$ cat src/hdl/aabb_frustum_cull_assert.svh
// Assertion shorthands shared by the RTL.
`ifndef AABB_FRUSTUM_CULL_ASSERT_SVH
`define AABB_FRUSTUM_CULL_ASSERT_SVH

// Check that cons holds in the same cycle as ante.
`define AFC_ASSERT_SAME(label, clk, rst_n, ante, cons) \
	label: assert property (@(posedge clk) disable iff (!rst_n) (ante) |-> (cons)) \
		else $error("aabb_frustum_cull: assertion failed");

// Check that cons holds in the cycle after ante.
`define AFC_ASSERT_NEXT(label, clk, rst_n, ante, cons) \
	label: assert property (@(posedge clk) disable iff (!rst_n) (ante) |=> (cons)) \
		else $error("aabb_frustum_cull: assertion failed");

`endif

$ cat src/hdl/afc_pkg.sv
`timescale 1ns / 1ps

package afc_pkg;

	localparam int PLANE_REGS      = 6;
	localparam int PLANE_W         = 64;
	localparam int NORM_W          = 16;
	localparam int NORM_FRAC       = 14;
	localparam int DIST_W          = 16;
	localparam int DIST_LSB        = 48;
	localparam int CFG_IDX_W       = $clog2(PLANE_REGS);
	localparam int NUM_PLANES_DEF  = 6;
	localparam int COORD_WIDTH_DEF = 16;
	localparam int AXES            = 3;

	typedef struct packed {
		logic valid;
		logic vis;
	} afc_ctl_t;

endpackage

$ cat src/hdl/afc_cell.sv
`timescale 1ns / 1ps

module afc_cell #(
	parameter int COORD_WIDTH = afc_pkg::COORD_WIDTH_DEF,
	parameter int IDX         = 0
) (
	input  logic                               clk,
	input  logic                               arst_n,
	input  logic                               en,
	input  logic                               cfg_we,
	input  logic [afc_pkg::CFG_IDX_W-1:0]      cfg_index,
	input  logic [afc_pkg::PLANE_W-1:0]        cfg_data,
	input  afc_pkg::afc_ctl_t                  ctl_in,
	input  logic signed [COORD_WIDTH-1:0]      center_in [afc_pkg::AXES],
	input  logic        [COORD_WIDTH-2:0]      half_in   [afc_pkg::AXES],
	output afc_pkg::afc_ctl_t                  ctl_out,
	output logic signed [COORD_WIDTH-1:0]      center_out [afc_pkg::AXES],
	output logic        [COORD_WIDTH-2:0]      half_out   [afc_pkg::AXES]
);

	localparam int  P_W      = COORD_WIDTH + 1;
	localparam int  PROD_W   = afc_pkg::NORM_W + P_W;
	localparam int  DSC_W    = afc_pkg::DIST_W + afc_pkg::NORM_FRAC;
	localparam int  SUM_W    = PROD_W + 2;
	localparam int  ACC_W    = ((SUM_W > DSC_W) ? SUM_W : DSC_W) + 1;
	localparam bit  WRITABLE = (IDX < afc_pkg::PLANE_REGS);

	logic [afc_pkg::PLANE_W-1:0]          plane_q;
	afc_pkg::afc_ctl_t                    ctl_s1;
	afc_pkg::afc_ctl_t                    ctl_s2;
	logic signed [PROD_W-1:0]             prod_s1   [afc_pkg::AXES];
	logic signed [COORD_WIDTH-1:0]        center_s1 [afc_pkg::AXES];
	logic        [COORD_WIDTH-2:0]        half_s1   [afc_pkg::AXES];
	logic signed [COORD_WIDTH-1:0]        center_s2 [afc_pkg::AXES];
	logic        [COORD_WIDTH-2:0]        half_s2   [afc_pkg::AXES];
	logic signed [afc_pkg::NORM_W-1:0]    norm      [afc_pkg::AXES];
	logic signed [P_W-1:0]                corner    [afc_pkg::AXES];
	logic signed [PROD_W-1:0]             prod      [afc_pkg::AXES];
	logic signed [DSC_W-1:0]              dist_sc;
	logic signed [ACC_W-1:0]              acc;
	logic                                 cfg_hit;

	assign cfg_hit = WRITABLE && cfg_we && (cfg_index == afc_pkg::CFG_IDX_W'(IDX));

	always_ff @(posedge clk or negedge arst_n) begin
		if (!arst_n) begin
			plane_q <= '0;
		end else if (cfg_hit) begin
			plane_q <= cfg_data;
		end
	end

	// Pick the corner farthest along the normal, per axis.
	always_comb begin
		for (int a = 0; a < afc_pkg::AXES; a++) begin
			norm[a]   = $signed(plane_q[a*afc_pkg::NORM_W +: afc_pkg::NORM_W]);
			corner[a] = norm[a][afc_pkg::NORM_W-1]
				? ($signed({center_in[a][COORD_WIDTH-1], center_in[a]}) -
				   $signed({2'b00, half_in[a]}))
				: ($signed({center_in[a][COORD_WIDTH-1], center_in[a]}) +
				   $signed({2'b00, half_in[a]}));
			prod[a]   = PROD_W'(norm[a]) * PROD_W'(corner[a]);
		end
	end

	assign dist_sc = $signed({plane_q[afc_pkg::DIST_LSB +: afc_pkg::DIST_W],
		{afc_pkg::NORM_FRAC{1'b0}}});
	assign acc = ACC_W'(prod_s1[0]) + ACC_W'(prod_s1[1]) + ACC_W'(prod_s1[2])
		- ACC_W'(dist_sc);

	always_ff @(posedge clk or negedge arst_n) begin
		if (!arst_n) begin
			ctl_s1 <= '0;
			ctl_s2 <= '0;
		end else if (en) begin
			ctl_s1     <= ctl_in;
			ctl_s2.valid <= ctl_s1.valid;
			ctl_s2.vis   <= ctl_s1.vis && !acc[ACC_W-1];
		end
	end

	always_ff @(posedge clk) begin
		if (en) begin
			prod_s1   <= prod;
			center_s1 <= center_in;
			half_s1   <= half_in;
			center_s2 <= center_s1;
			half_s2   <= half_s1;
		end
	end

	assign ctl_out    = ctl_s2;
	assign center_out = center_s2;
	assign half_out   = half_s2;

endmodule
$ cat config.mk
export PLATFORM = sky130hd
export DESIGN_NAME = afc_cell
export DESIGN_NICKNAME = d
export VERILOG_FILES = /design/src/hdl/aabb_frustum_cull_assert.svh /design/src/hdl/afc_pkg.sv /design/src/hdl/afc_cell.sv
export SDC_FILE = /design/constraint.sdc
export NUM_CORES = 2
export LEC_CHECK = 0
export ABC_AREA = 0
export BUFFER_PORTS_ARGS = -buffer_cell sky130_fd_sc_hd__buf_2
export CAP_MARGIN = 30
export CORE_AREA = 2 2 349 351
export DETAILED_ROUTE_END_ITERATION = 16
export DIE_AREA = 0 0 351 353
export GPL_TIMING_DRIVEN = 0
export HOLD_SLACK_MARGIN = 0.15
export SYNTH_ARGS = -nofsm -noshare
export SYNTH_HDL_FRONTEND = slang
export SYNTH_SLANG_ARGS = --single-unit
$ cat constraint.sdc
create_clock -name clk -period 22.6 [get_ports clk]
set_clock_uncertainty 0.2 [all_clocks]
set_input_delay 4.52 -clock clk [delete_from_list [all_inputs] [get_ports clk]]
set_output_delay 4.52 -clock clk [all_outputs]
set_load 0.01 [all_outputs]
# Yosys cells after proc, flatten, opt, wreduce, memory -nomap -nowiden
# Cells that the tools add are included.
# totals
register_bits	353
latchBits	0
ramBits	0
rom_bits	0
in_bits	166
out_inout_bits	95
n_memories	0
# op_classes
n_addsub	9
multipliers	3
div	0
order_cmp	0
eq_ne	0
shifts	0
mux	3
bitwise_logic	0
reduce_logical	4
# ops
cell	count
$mul 16x17->33	3
$add 16x16->17	3
$mux 17	3
$sub 16x16->17	3
$sub 35x30->36	1
$add 34x33->35	1
$add 33x33->34	1
$logic_not 3->1	1
$logic_and 1x1->1	2
$logic_not 1->1	1

# Depth between registers and ports, before layout
# depth
word_depth	5
ltp_mapped	39

# Worst setup path before layout
# Ideal clock, no wire load.
# synth_timing
kind	input port to flip-flop
start	input half_in[4] in the netlist's numbering
end	register prod_s1[31] in the netlist's numbering, data pin
setup_time_ns	0.258
t_arrival_ns	12.895
setup_slack_ns	9.248
path_stages	35
n_path_buf	3
cell_sequence	or3_1 nor4_1 a21oi_1 xnor2_1 ha_1 a21o_1 a21o_1 a21oi_1 nand3_1 a31o_2 a21oi_1 xnor2_1 buf_2 and2_1 fa_1 fa_1 clkbuf_1 xnor2_1 xnor2_1 fa_1 fa_1 inv_1 fa_1 inv_1 ha_1 clkbuf_1 nand3_1 nor2_1 a31o_2 a21o_1 a31oi_1 a31oi_1 a21o_1 a21oi_1 xnor2_1
# synth_lines
item	line_no	rtl
start: declaration	afc_cell.sv:15	input logic [COORD_WIDTH-2:0] half_in [afc_pkg::AXES],
end signal: assignment	afc_cell.sv:84	prod_s1 <= prod;
end: declaration	afc_cell.sv:31	logic signed [PROD_W-1:0] prod_s1 [afc_pkg::AXES];

==> impl_metrics.py <==
metrics = {
    "timing": {
        "finalHoldViolations": 0,
        "tns_ns": 0,
        "rsz0062_at_grt": "false",
        "tightest_slew_ns": 1.10,
        "slew_viol_final": 0,
        "setup_ws_ns": 7.95,
        "finalSetupViolations": 0,
        "max-slew-margin-rel_pct": 26.4,
        "fin_crit_ns": 14.65,
        "period_share_pct": 64.8,
        "fmax_mhz": 68.3,
    },
    "yosys": {
        "ys_types": 83,
        "synth.top_cell.area_share_pct": 36.2,
        "avgSynthCellArea_um2": 10.2,
        "ys_async_sr_fraction_pct": 19.3,
        "synth_cells": 4659,
        "syn_nets": 6040,
        "syn-cell-area_mm2": 0.0477,
        "netlist_top_cells_area": "fa_1 36%, edfxtp_1 18%, ha_1 9.3%, inv_1 8.8%, and2_1 4.0%",
        "yosysSeqAreaShare_pct": 21.5,
        "yosys.area.top_type": "fa_1",
        "synth-edff-count": 285,
        "ys_ff_latch": 353,
        "yosysWarnings": 0,
        "synth-main-ff-cell": "edfxtp_1",
    },
    "run": {
        "cap_violations": 0,
    },
    "routing": {
        "vias_per_cell": 4.79,
        "dr.pass1.iters": 5,
        "route.detailed.wl_per_inst_um": 17.3,
        "drt-initial-drc-count": 1645,
        "vias": 31793,
        "detail-route-antenna-nets": 0,
        "drcViolationCount": 0,
        "drt_wl_total_um": 115000,
    },
    "worst_setup_path": {
        "start_kind": "input pin",
        "crit_type": "input pin to register",
        "max_stage_delay_ns": 0.77,
        "slowest_stage": "xnor2_1",
        "critPathCaptureType": "register",
        "r2r_slack_ns": 11.68,
        "cp_data_required_time_ns": 22.76,
        "arrival_ns": 14.81,
        "cp_max_fo": 10,
    },
    "global_route": {
        "grt_usage_pct": 19.2,
        "grt_max_degree": 110,
        "grt-ovfl-total": 0,
        "grt_pass1_vias": 33442,
        "grt_pass1_wl_um": 185000,
        "antenna_found_initial": 10,
    },
    "cells_and_area": {
        "drive_above_1_share_pct": 9.08,
        "fillers": 11642,
        "area_growth_pct": 10.8,
        "multi_input_area_mm2": 0.0327,
        "ff_latch_area_mm2": 0.0103,
        "fin_nets": 6356,
        "final_cells": 6643,
    },
    "clock_network": {
        "cts_setup_buffers": 0,
        "clk_transition_reported_paths_ns": 0.07,
        "htreeDepth": 2,
        "post_cts_resized": 0,
        "cts_root_buffer": "clkbuf_16",
        "cts-hold-fix-buffers": 0,
        "cts_buffers": 46,
        "clock_sinks": 353,
        "clk_latency_ns": 0.64,
        "cts_buffer_depth": 3,
        "tritoncts": "yes",
    },
    "status": {
        "status": "completed",
    },
    "place": {
        "gp_congestion": 0.884,
        "place_ws_ns": 7.32,
        "dpl.hpwl_um": 97400,
        "portBuffers": 260,
        "dp.cells": 6552,
    },
    "floorplan": {
        "boundaryPins": 261,
        "core_mm2": 0.121,
        "start_util_pct": 39.5,
        "dieHeight_um": 353,
        "dieArea_mm2": 0.124,
        "fp.dieW_um": 351,
        "fp-row-count": 128,
    },
    "hold_path": {
        "hold_path.class": "register to register",
    },
}
==> critical path: cells and delay by family <==
family,cells,cell delay [ns]
xor+xnor,5,1.95
fa+ha+maj,7,3.28
compound gates,9,1.45
buf+inv,6,1.12
simple gates,8,2.47
==> state kept, by name, indices dropped and copies added (netlist names) <==
register and cells:
center_out 48, center_s1 48, ctl_out 2, ctl_s1 2, half_out 45, half_s1 45, plane_q 64, prod_s1 99
==> path summary, 6_finish.rpt <==
kind / startpoint / endpoint / cells past startpoint
setup / recovery: half_in[4] / prod_s1[31] / 35
hold / removal: center_s1[8] / center_out[8] / 0
setup reg to reg: plane_q[47] / prod_s1[31] / 35
hold reg to reg: center_s1[8] / center_out[8] / 0
max in group asynchronous: arst_n / plane_q[44] / 2
min in group asynchronous: arst_n / plane_q[28] / 1
==> layout by cell type (no fill, tap or decap), types with 126 or more instances in the layout <==
cell | netlist | final
clkbuf_1 | 121 | 126
fa_1 | 861 | 861
and2_1 | 302 | 302
edfxtp_1 | 285 | 285
buf_2 | 7 | 265
ha_1 | 354 | 354
nand2_1 | 445 | 445
inv_1 | 1122 | 1122
xnor2_1 | 175 | 175
nor2_1 | 155 | 155
==> per-layer routing <==
layer	up-vias	wire length, um	global-route usage [%]
met3	143	6160	3.06
met5	-	49	0
met1	16091	51100	26.5
met2	685	54600	31.4
met4	10	2920	5.18
li1	14864	-	-
==> cells by family after synthesis <==
kind of cell,count (synthesis),synth area share (%)
XOR/XNOR,207,3.82
multiplexers,71,1.68
buffers and inverters,1263,9.98
AND/OR/NAND/NOR,1147,11.9
flip-flops,353,21.5
AO/OA/AOI/OAI,402,5.62
adder cells (fa/ha/maj),1216,45.5
==> stage by stage <==
step	instance area [um2]	util (%)	hold WS, ns
6_report	52800	43.8	0.211
5_1_grt	52800	43.8	0.223
4_1_cts	52800	43.8	0.209
3_5_place_dp	51200	42.4	0.205
3_3_place_gp	51000	42.3	0.201
2_1_floorplan	47700	-	0.200
==> cell usage after synthesis (all sizes together), types with 4 or more instances <==
cell       n
o21a      29
or3        8
nand3b     5
o31ai      4
nor2b     84
and3      14
a21oi    105
inv     1122
nor4       9
a221oi     6
a21o      71
and2     302
nor3      35
o211ai     8
nand2b    35
mux2      70
buf       20
o21bai    15
a31o       5
or4        4
clkbuf   121
xnor2    176
nor2     155
o21ai     87
dfrtp     68
nor3b      6
a211o      7
ha       354
o41ai      4
a21boi     5
edfxtp   285
fa       861
xor2      31
nand2    445
nand4      8
a31oi     14
nand3     24
a211oi    15
==> area by class of cell <==
cell class	instances	area share [%]
multi-input cells	3043	61.8
flip-flops and latches	353	19.4
inverters	1122	7.98
well taps	1625	3.85
repair buffers	268	2.78
clock buffers	53	2.29
plain buffers	141	1.03
clock inverters	33	0.787
diodes	5	0.0237
Power is not shown: default switching activity piles up to over one toggle a cycle in this logic, so the estimate is an artifact.
